--- config.mk ---
export PLATFORM = sky130hd
export DESIGN_NAME = toeq_ctrl
export DESIGN_NICKNAME = d
export VERILOG_FILES = /design/src/hw/rtl/toeq_pkg.sv /design/src/hw/rtl/toeq_ctrl.sv
export SDC_FILE = /design/constraint.sdc
export NUM_CORES = 1
export LEC_CHECK = 0
export BUFFER_PORTS_ARGS = -buffer_cell sky130_fd_sc_hd__buf_4
export CORE_AREA = 2 2 39 41
export DETAILED_ROUTE_END_ITERATION = 7
export DIE_AREA = 0 0 41 43
export GPL_TIMING_DRIVEN = 0
export RECOVER_POWER = 100
export SLEW_MARGIN = 30
export SYNTH_ARGS = -nofsm -noshare
export SYNTH_HDL_FRONTEND = slang
export SYNTH_SLANG_ARGS = --single-unit
--- constraint.sdc ---
create_clock -name aclk -period 0.93 [get_ports aclk]
set_clock_uncertainty 0.1 [all_clocks]
set_input_delay 0.093 -clock aclk [delete_from_list [all_inputs] [get_ports aclk]]
set_output_delay 0.093 -clock aclk [all_outputs]
set_load 0.02 [all_outputs]
--- src/hw/rtl/toeq_pkg.sv ---
// Shared types and constants for the timestamp ordered event queue.
package toeq_pkg;

    localparam int DEPTH_DEFAULT = 64;
    localparam int TAG_W  = 16;
    localparam int TIME_W = 31;
    localparam int PID_W  = 16;
    localparam int KIND_W = 3;
    localparam int STAT_W = 2;
    localparam int OCC_W  = 7;

    localparam logic [KIND_W-1:0] KIND_INSERT = 3'd0;
    localparam logic [KIND_W-1:0] KIND_PEEK   = 3'd1;
    localparam logic [KIND_W-1:0] KIND_POP    = 3'd2;
    localparam logic [KIND_W-1:0] KIND_REMOVE = 3'd3;
    localparam logic [KIND_W-1:0] KIND_FIND   = 3'd4;

    localparam logic [STAT_W-1:0] ST_OK      = 2'd0;
    localparam logic [STAT_W-1:0] ST_EMPTY   = 2'd1;
    localparam logic [STAT_W-1:0] ST_FULL    = 2'd2;
    localparam logic [STAT_W-1:0] ST_MISSING = 2'd3;

    typedef struct packed {
        logic [TAG_W-1:0]  tag;
        logic [TIME_W-1:0] tim;
        logic [PID_W-1:0]  pid;
    } entry_t;

    // controller to datapath
    typedef struct packed {
        logic load;     // capture the request
        logic exec;     // apply the operation to the cell row
    } toeq_cmd_t;

    // datapath to controller
    typedef struct packed {
        logic busy;
    } toeq_stat_t;

endpackage

--- src/hw/rtl/toeq_ctrl.sv ---
// Handshake controller for the event queue.
module toeq_ctrl
    import toeq_pkg::*;
(
    input  logic       aclk,
    input  logic       aresetn,
    input  logic       s_tvalid,
    output logic       s_tready,
    output logic       m_tvalid,
    input  logic       m_tready,
    output toeq_cmd_t  cmd,
    input  toeq_stat_t stat
);
    typedef enum logic [2:0] {
        S_IDLE = 3'b001,
        S_EXEC = 3'b010,
        S_OUT  = 3'b100
    } state_t;

    state_t state_reg, state_next;

    always_comb begin
        state_next = state_reg;
        case (state_reg)
            S_IDLE: if (s_tvalid) state_next = S_EXEC;
            S_EXEC: if (!stat.busy) state_next = S_OUT;
            S_OUT:  if (m_tready) state_next = S_IDLE;
            default: state_next = S_IDLE;
        endcase
    end

    always_ff @(posedge aclk) begin
        if (!aresetn) state_reg <= S_IDLE;
        else state_reg <= state_next;
    end

    assign s_tready = state_reg == S_IDLE;
    assign m_tvalid = state_reg == S_OUT;
    assign cmd.load = s_tready && s_tvalid;
    assign cmd.exec = state_reg == S_EXEC;

    a_onehot: assert property (@(posedge aclk) disable iff (!aresetn)
        $onehot(state_reg)) else $error("state not one-hot");
    a_exec_out: assert property (@(posedge aclk) disable iff (!aresetn)
        cmd.exec |=> m_tvalid) else $error("no result after exec");
    a_excl: assert property (@(posedge aclk) disable iff (!aresetn)
        !(s_tready && m_tvalid)) else $error("both sides open");
endmodule

* After elaboration in Yosys (flattened, before gate mapping)
Index checks and enable logic that the tools add are counted.
** Operators by class
- $add $sub $neg :: 0
- Multipliers :: 0
- Div/mod/pow operators :: 0
- Magnitude comparators :: 0
- Eq/ne operators :: 6
- Shift operators :: 0
- Muxes and demuxes :: 4
- Bitwise gates (word level) :: 0
- Reduce and logical (&&, ||, !) cells :: 2
** Operator list (count)
- 3-bit two-way mux :: 3
- 3-bit one-hot mux with 3 select lines :: 1
- 2-bit != test, second input constant :: 2
- 3-bit by 1-bit == test with 1-bit output, second input constant :: 1
- 3-bit by 2-bit == test with 1-bit output, second input constant :: 1
- 3-bit == test, second input constant :: 1
- 3-bit AND reduction :: 1
- 2-bit by 1-bit != test with 1-bit output, second input constant :: 1
- 1-bit logical AND :: 1
** Storage, ports and cells
- Flip-flop bits (word level) :: 3
- Bits in latches :: 0
- Memory bits (writable) :: 0
- Memory bits (read-only) :: 0
- Word-level logic and storage cells :: 13
- Memories kept :: 0

* Depth between registers and ports, before layout
Gate-level depths: netlist of run 1.
- Depth after elaboration :: 3
- Mapped depth :: 4

* Worst setup path before layout of run 1
Ideal clock, no wire load.
- Path type :: register to output
- From :: register state_reg[0]
- To :: output cmd[1] in the netlist's numbering
- Data arrival time :: 1322 ps
- Required time :: 737 ps
- Setup slack :: -585 ps
- Stages on the path, launching flop included :: 4
- Buffers on the path :: 1
- Cells stage by stage :: dfxtp_1 buf_4 nor3b_1 and2_1
** RTL lines
- start, declared :: line toeq_ctrl.sv:20 : state_t state_reg, state_next;
- start signal, assigned :: line toeq_ctrl.sv:34 : else state_reg <= state_next;
- end, declared :: line toeq_ctrl.sv:11 : output toeq_cmd_t cmd,

==> results of run 1 <==
area by class of cell:
type | count | share of cell area (%)
Buffer | 1 | 1.84
Sequential cell | 3 | 17.5
Inverter | 1 | 0.920
Multi-Input combinational cell | 16 | 35.6
Tap cell | 16 | 4.91
Timing Repair Buffer | 14 | 32.8
Clock buffer | 4 | 6.44
power groups by stage:
stage / combinational [mW] / clock [mW] / sequential [mW]
global placement: 0.126 / 0 / 0.144
floorplan: 0.0852 / 0 / 0.144
global route: 0.172 / 0.252 / 0.150
detailed placement: 0.128 / 0 / 0.144
CTS: 0.181 / 0.249 / 0.142
finish: 0.161 / 0.240 / 0.147
cell usage in the layout, fill, tap and decap left out:
cell type	instances
nor3_4	1
a21oi_1	1
and2_4	1
o21ai_1	1
nor3b_2	4
nand3_1	1
nor2_1	1
clkbuf_4	3
nor3b_4	1
a311o_1	1
nand3b_1	1
and3_1	1
dlygate4sd3_1	1
clkbuf_1	1
dfxtp_4	3
buf_4	7
o21ai_0	1
inv_1	1
buf_6	7
nand2_1	1
cells by family after synthesis:
| group | synth area share [%] |
|---|---|
| simple gates | 39.5 |
| compound gates | 13.2 |
| buf+inv | 15.8 |
| flops | 31.6 |
timing repair:
action,4_1_cts,5_1_grt
endpoints found under the hold margin,1,0
hold buffers,1,0
setup endpoints to repair,7,7
gates resized for setup,5,11
setup buffers,6,0
pin swaps,7,7
layer usage:
metal  global-route usage [%]  share of wire, %  vias up
li1                         -                 -      113
met1                     8.65                39      106
met2                     10.9                52        7
met3                     3.66               5.2        2
met4                     7.33               3.4        0
met5                        0                 0        -
final timing paths:
path / from / end / slack (ns)
max: state_reg[2] / cmd[1] / -0.32
min: m_tready / state_reg[2] / 0.11
max reg2reg: state_reg[0] / state_reg[0] / -0.12
min reg2reg: state_reg[2] / state_reg[0] / 0.46
critical path, delay by kind of cell (launching register included):
| family | cells | cell delay [ns] |
|---|---|---|
| buf+inv | 1 | 0.10 |
| simple gates | 2 | 0.35 |
| flops | 1 | 0.36 |
through the flow:
step | cell area [um^2] | util, % | instances
after global placement | 300 | 21.7 | 47
after floorplan | 220 | - | 23
final | 408 | 29.5 | 55
after detailed placement | 300 | 21.7 | 47
after global routing | 408 | 29.5 | 55
after CTS | 402 | 29.0 | 58
==> results.py, run 1 <==
metrics = {
    "status": {
        "status": "complete, but fails checks",
        "violations": "negative setup slack",
    },
    "power_and_ir_drop": {
        "powerDensity_mw_per_mm2": 1340,
        "p_seq_share_pct": 26.8,
        "peakVddDrop_uv": 607,
        "p_sw_mw": 0.154,
        "netSwitchingFraction_pct": 28.1,
        "pwr-share-clk_pct": 43.8,
        "power.share.combinational_pct": 29.4,
        "p_total_mw": 0.548,
        "p_leak_nw": 0.164,
        "p_int_mw": 0.394,
    },
    "layout": {
        "multi_input_area_um2": 145,
        "largest_reg_flops": 3,
        "n_fill_cell": 150,
        "drive_gt1_share_pct": 69.2,
        "n_antenna_cell": 0,
        "area_delta_synth_final_pct": 114,
        "finalNetCount": 45,
        "regArea_um2": 71.3,
    },
    "logic_synthesis": {
        "synth_area_leaders": "dfxtp_1 (32%), nor3b_1 (20%), buf_4 (7.9%), buf_6 (5.9%), a311o_1 (5.3%)",
        "netlist_instances": 23,
        "synth_cell_type_count": 15,
        "synth.net_count": 28,
        "yosysSeqAreaShare_pct": 31.6,
        "netlist_top_cells_count": "nor3b_1 (5), dfxtp_1 (3), buf_4 (2), o21ai_0 (2)",
        "synth_area_leader_cell": "dfxtp_1",
        "yosys_warnings": 0,
        "ys.flop_type": "dfxtp_1",
        "ys_async_sr_fraction_pct": 0,
        "synth.top_cell.area_share_pct": 31.6,
        "syn_avg_cell_area_um2": 8.27,
        "synth_edf_count": 0,
        "ys_seq_elements": 3,
        "yosysMostFrequentCell": "nor3b_1",
        "syn_area_um2": 190,
    },
    "timing": {
        "hold_viol": 0,
        "slew_viol_final": 0,
        "max_freq_ghz": 0.799,
        "worst_pin_slew_ns": 0.130,
        "relSlewSlack_pct": 91.2,
        "post-route-period-util_pct": 135,
        "fin_tns_setup_ns": -1.46,
        "whs_ns": 0.112,
        "setup_ws_ns": -0.322,
        "finalSetupViolCount": 7,
        "finalCriticalPeriod_ns": 1.25,
        "rsz0062_at_grt": "yes",
    },
    "routing": {
        "route.detailed.drc": 0,
        "drtPass1Iterations": 2,
        "drtIter0Drc": 3,
        "via_per_inst": 4.15,
        "wirelength_um": 561,
        "vias": 228,
        "drtAntennaViolNets": 0,
        "wl_per_cell_um": 10.2,
    },
    "run": {
        "cap_violations": 0,
    },
    "cts": {
        "cts_max_path_buffers": 2,
        "cts_root_buffer": "clkbuf_4",
        "cts_tree": "yes",
        "cts_sinks": 3,
        "cts_max_level": 1,
        "cts_buffers": 3,
        "insertion_delay_ns": 0.24,
        "clk_pin_slew_ns": 0.04,
    },
    "floorplanning": {
        "chipWidth_um": 41,
        "fp.dieH_um": 43,
        "core_mm2": 0.00138,
        "die-area_mm2": 0.00176,
        "rows": 14,
        "boundaryPins": 9,
        "start_util_pct": 13.7,
    },
    "setup_path": {
        "path_cells": "nor3b_4 > and2_4 > buf_6",
        "ff2ff_path_depth": 4,
        "start_kind": "register",
        "cpPeakStageDelay_ns": 0.36,
        "cp.required_ns": 0.74,
        "cpMaxStageDelayCell": "dfxtp_4",
        "arrival_ns": 1.06,
        "critPathMaxFanout": 7,
        "crit_type": "register to output port",
        "end_kind": "output port",
    },
    "global_route": {
        "grt_overflow": 0,
        "track_usage_pct": 8.02,
        "grt_pass1_vias": 226,
        "grt_pass1_wl_um": 910,
        "grt_antenna_before_repair": 0,
        "grt_max_degree": 8,
    },
    "place": {
        "hpwlAfterDp_um": 320,
        "place.gp.congestion": 0.680,
        "post-place-ws_ns": -0.159,
        "io_buffer_count": 8,
    },
    "worst_hold_path": {
        "hold_path.class": "input port to register",
        "holdPathStages": 4,
    },
}
Note: power is estimated with default switching activity, not from simulation.
==> run 2, diff against run 1 <==
Clock period 0.93 ns to 1.23 ns, I/O delays scaled along.
==> results.py, run 2 (synthesized netlist as in run 1, its figures left out) <==
metrics = {
    "power_and_ir_drop": {
        "netSwitchingFraction_pct": 25.4,
        "p_seq_share_pct": 29.6,
        "p_int_mw": 0.282,
        "peakVddDrop_uv": 242,
        "power.share.combinational_pct": 25.1,
        "powerDensity_mw_per_mm2": 1110,
        "p_leak_nw": 0.139,
        "pwr-share-clk_pct": 45.3,
        "p_sw_mw": 0.0957,
    },
    "setup_path": {
        "path_cells": "nor3b_4 > and2_4 > buf_6",
        "reg2reg_setup_slack_ns": 0.08,
        "start_kind": "register",
        "end_kind": "output port",
        "path_buf_inv": 1,
        "arrival_ns": 1.05,
        "crit_type": "register to output port",
        "cp.required_ns": 1.01,
        "critPathMaxFanout": 6,
        "cpPeakStageDelay_ns": 0.36,
        "cpMaxStageDelayCell": "dfxtp_4",
        "path_delay_family": "flip-flops",
    },
    "cts": {
        "cts_tree": "yes",
        "cts_buffers": 3,
        "cts_max_path_buffers": 2,
        "cts_sinks": 3,
        "insertion_delay_ns": 0.23,
        "cts_max_level": 1,
        "clk_pin_slew_ns": 0.04,
        "cts_root_buffer": "clkbuf_4",
    },
    "timing": {
        "max_freq_ghz": 0.785,
        "post-route-period-util_pct": 104,
        "finalCriticalPeriod_ns": 1.27,
        "finalSetupViolCount": 2,
        "hold_viol": 0,
        "relSlewSlack_pct": 87.7,
        "setup_ws_ns": -0.0436,
        "worst_pin_slew_ns": 0.184,
        "whs_ns": 0.127,
        "slew_viol_final": 0,
        "rsz0062_at_grt": "yes",
    },
    "place": {
        "dpl_cell_area_um2": 282,
        "dpl.cell_count": 47,
        "hpwlAfterDp_um": 302,
        "place.gp.congestion": 0.669,
        "io_buffer_count": 8,
    },
    "floorplanning": {
        "boundaryPins": 9,
        "fp.dieH_um": 43,
        "chipWidth_um": 41,
        "core_mm2": 0.00138,
        "die-area_mm2": 0.00176,
        "rows": 14,
        "start_util_pct": 13.7,
    },
    "layout": {
        "largest_reg_flops": 3,
        "layout_common_cells": "buf_4 (7), nor3b_1 (3), clkbuf_4 (3), dfxtp_4 (3)",
        "drive_gt1_share_pct": 58.3,
        "final_common_cell": "buf_4",
        "regArea_um2": 71.3,
        "multi_input_area_um2": 124,
        "area_delta_synth_final_pct": 78.9,
        "fin_cells": 52,
        "stdcell_area_um2": 340,
        "n_fill_cell": 162,
        "finalNetCount": 42,
        "post-route-util_pct": 24.6,
        "n_antenna_cell": 0,
    },
    "routing": {
        "via_per_inst": 4.00,
        "drtIter0Drc": 0,
        "vias": 208,
        "wl_per_cell_um": 8.08,
        "drtPass1Iterations": 1,
        "wirelength_um": 420,
        "route.detailed.drc": 0,
        "drtAntennaViolNets": 0,
    },
    "global_route": {
        "track_usage_pct": 6.82,
        "grt_overflow": 0,
        "grt_pass1_wl_um": 800,
        "grt_pass1_vias": 204,
        "grt_max_degree": 10,
        "grt_antenna_before_repair": 0,
    },
    "status": {
        "status": "complete, but fails checks",
        "violations": "negative setup slack",
    },
    "run": {
        "cap_violations": 0,
    },
    "worst_hold_path": {
        "hold_path.class": "input port to register",
    },
}
## run 2: cell count changes in the layout (fill, tap and decap cells not counted), sizes merged
| cell | previous run | this run |
|---|---|---|
| buf | 14 | 9 |
| clkbuf | 4 | 6 |
## run 2: worst register-to-register path, stage by stage (launching register included)
cell      delay [ns]
dfxtp_4         0.35
clkbuf_2        0.14
nor3b_1         0.22
a311o_1         0.15
nand3_1         0.07
## run 2: final timing paths
check,cells past startpoint,to,startpoint
max,3,cmd[1],state_reg[1]
min,4,state_reg[2],m_tready
max reg2reg,4,state_reg[0],state_reg[0]
min reg2reg,2,state_reg[0],state_reg[1]
## run 2: stage by stage
step | TNS (ns) | total power, mW | setup WS (ns)
2_1_floorplan | 0 | 0.165 | 0.0100
3_3_place_gp | 0 | 0.195 | 0.108
3_5_place_dp | 0 | 0.195 | 0.108
4_1_cts | -0.0757 | 0.379 | -0.0757
5_1_grt | -0.259 | 0.414 | -0.114
6_report | -0.0575 | 0.377 | -0.0436
## run 2: what timing repair did
| item | in CTS | in global routing |
|---|---|---|
| pin swaps | 2 | 2 |
| setup buffers | 1 | 2 |
| hold buffers | 1 | 0 |
| hold endpoints to repair | 1 | 0 |
| endpoints found under the setup margin | 4 | 5 |
| resized for setup | 9 | 5 |
## run 2: layout make-up
type,count,share of cell area [%]
repair buffers,12,27.9
flip-flops and latches,3,21.0
multi-input cells,16,36.4
well taps,16,5.88
inverters,1,1.10
clock buffers,4,7.72
## run 2: layer usage
metal  share of wire, %  vias to the layer above  GRT usage [%]
met5                  0                        -              0
met1                 46                       96           8.33
met4                  0                        0           4.00
li1                   -                      106              -
met3                5.2                        0           4.71
met2                 49                        6           8.44
## run 2: power groups by stage
stage / clock (mW) / combinational [mW] / sequential [mW]
floorplan: 0 / 0.0578 / 0.107
global placement: 0 / 0.0875 / 0.108
detailed placement: 0 / 0.0877 / 0.108
CTS: 0.181 / 0.0881 / 0.111
global route: 0.197 / 0.104 / 0.113
finish: 0.171 / 0.0946 / 0.112
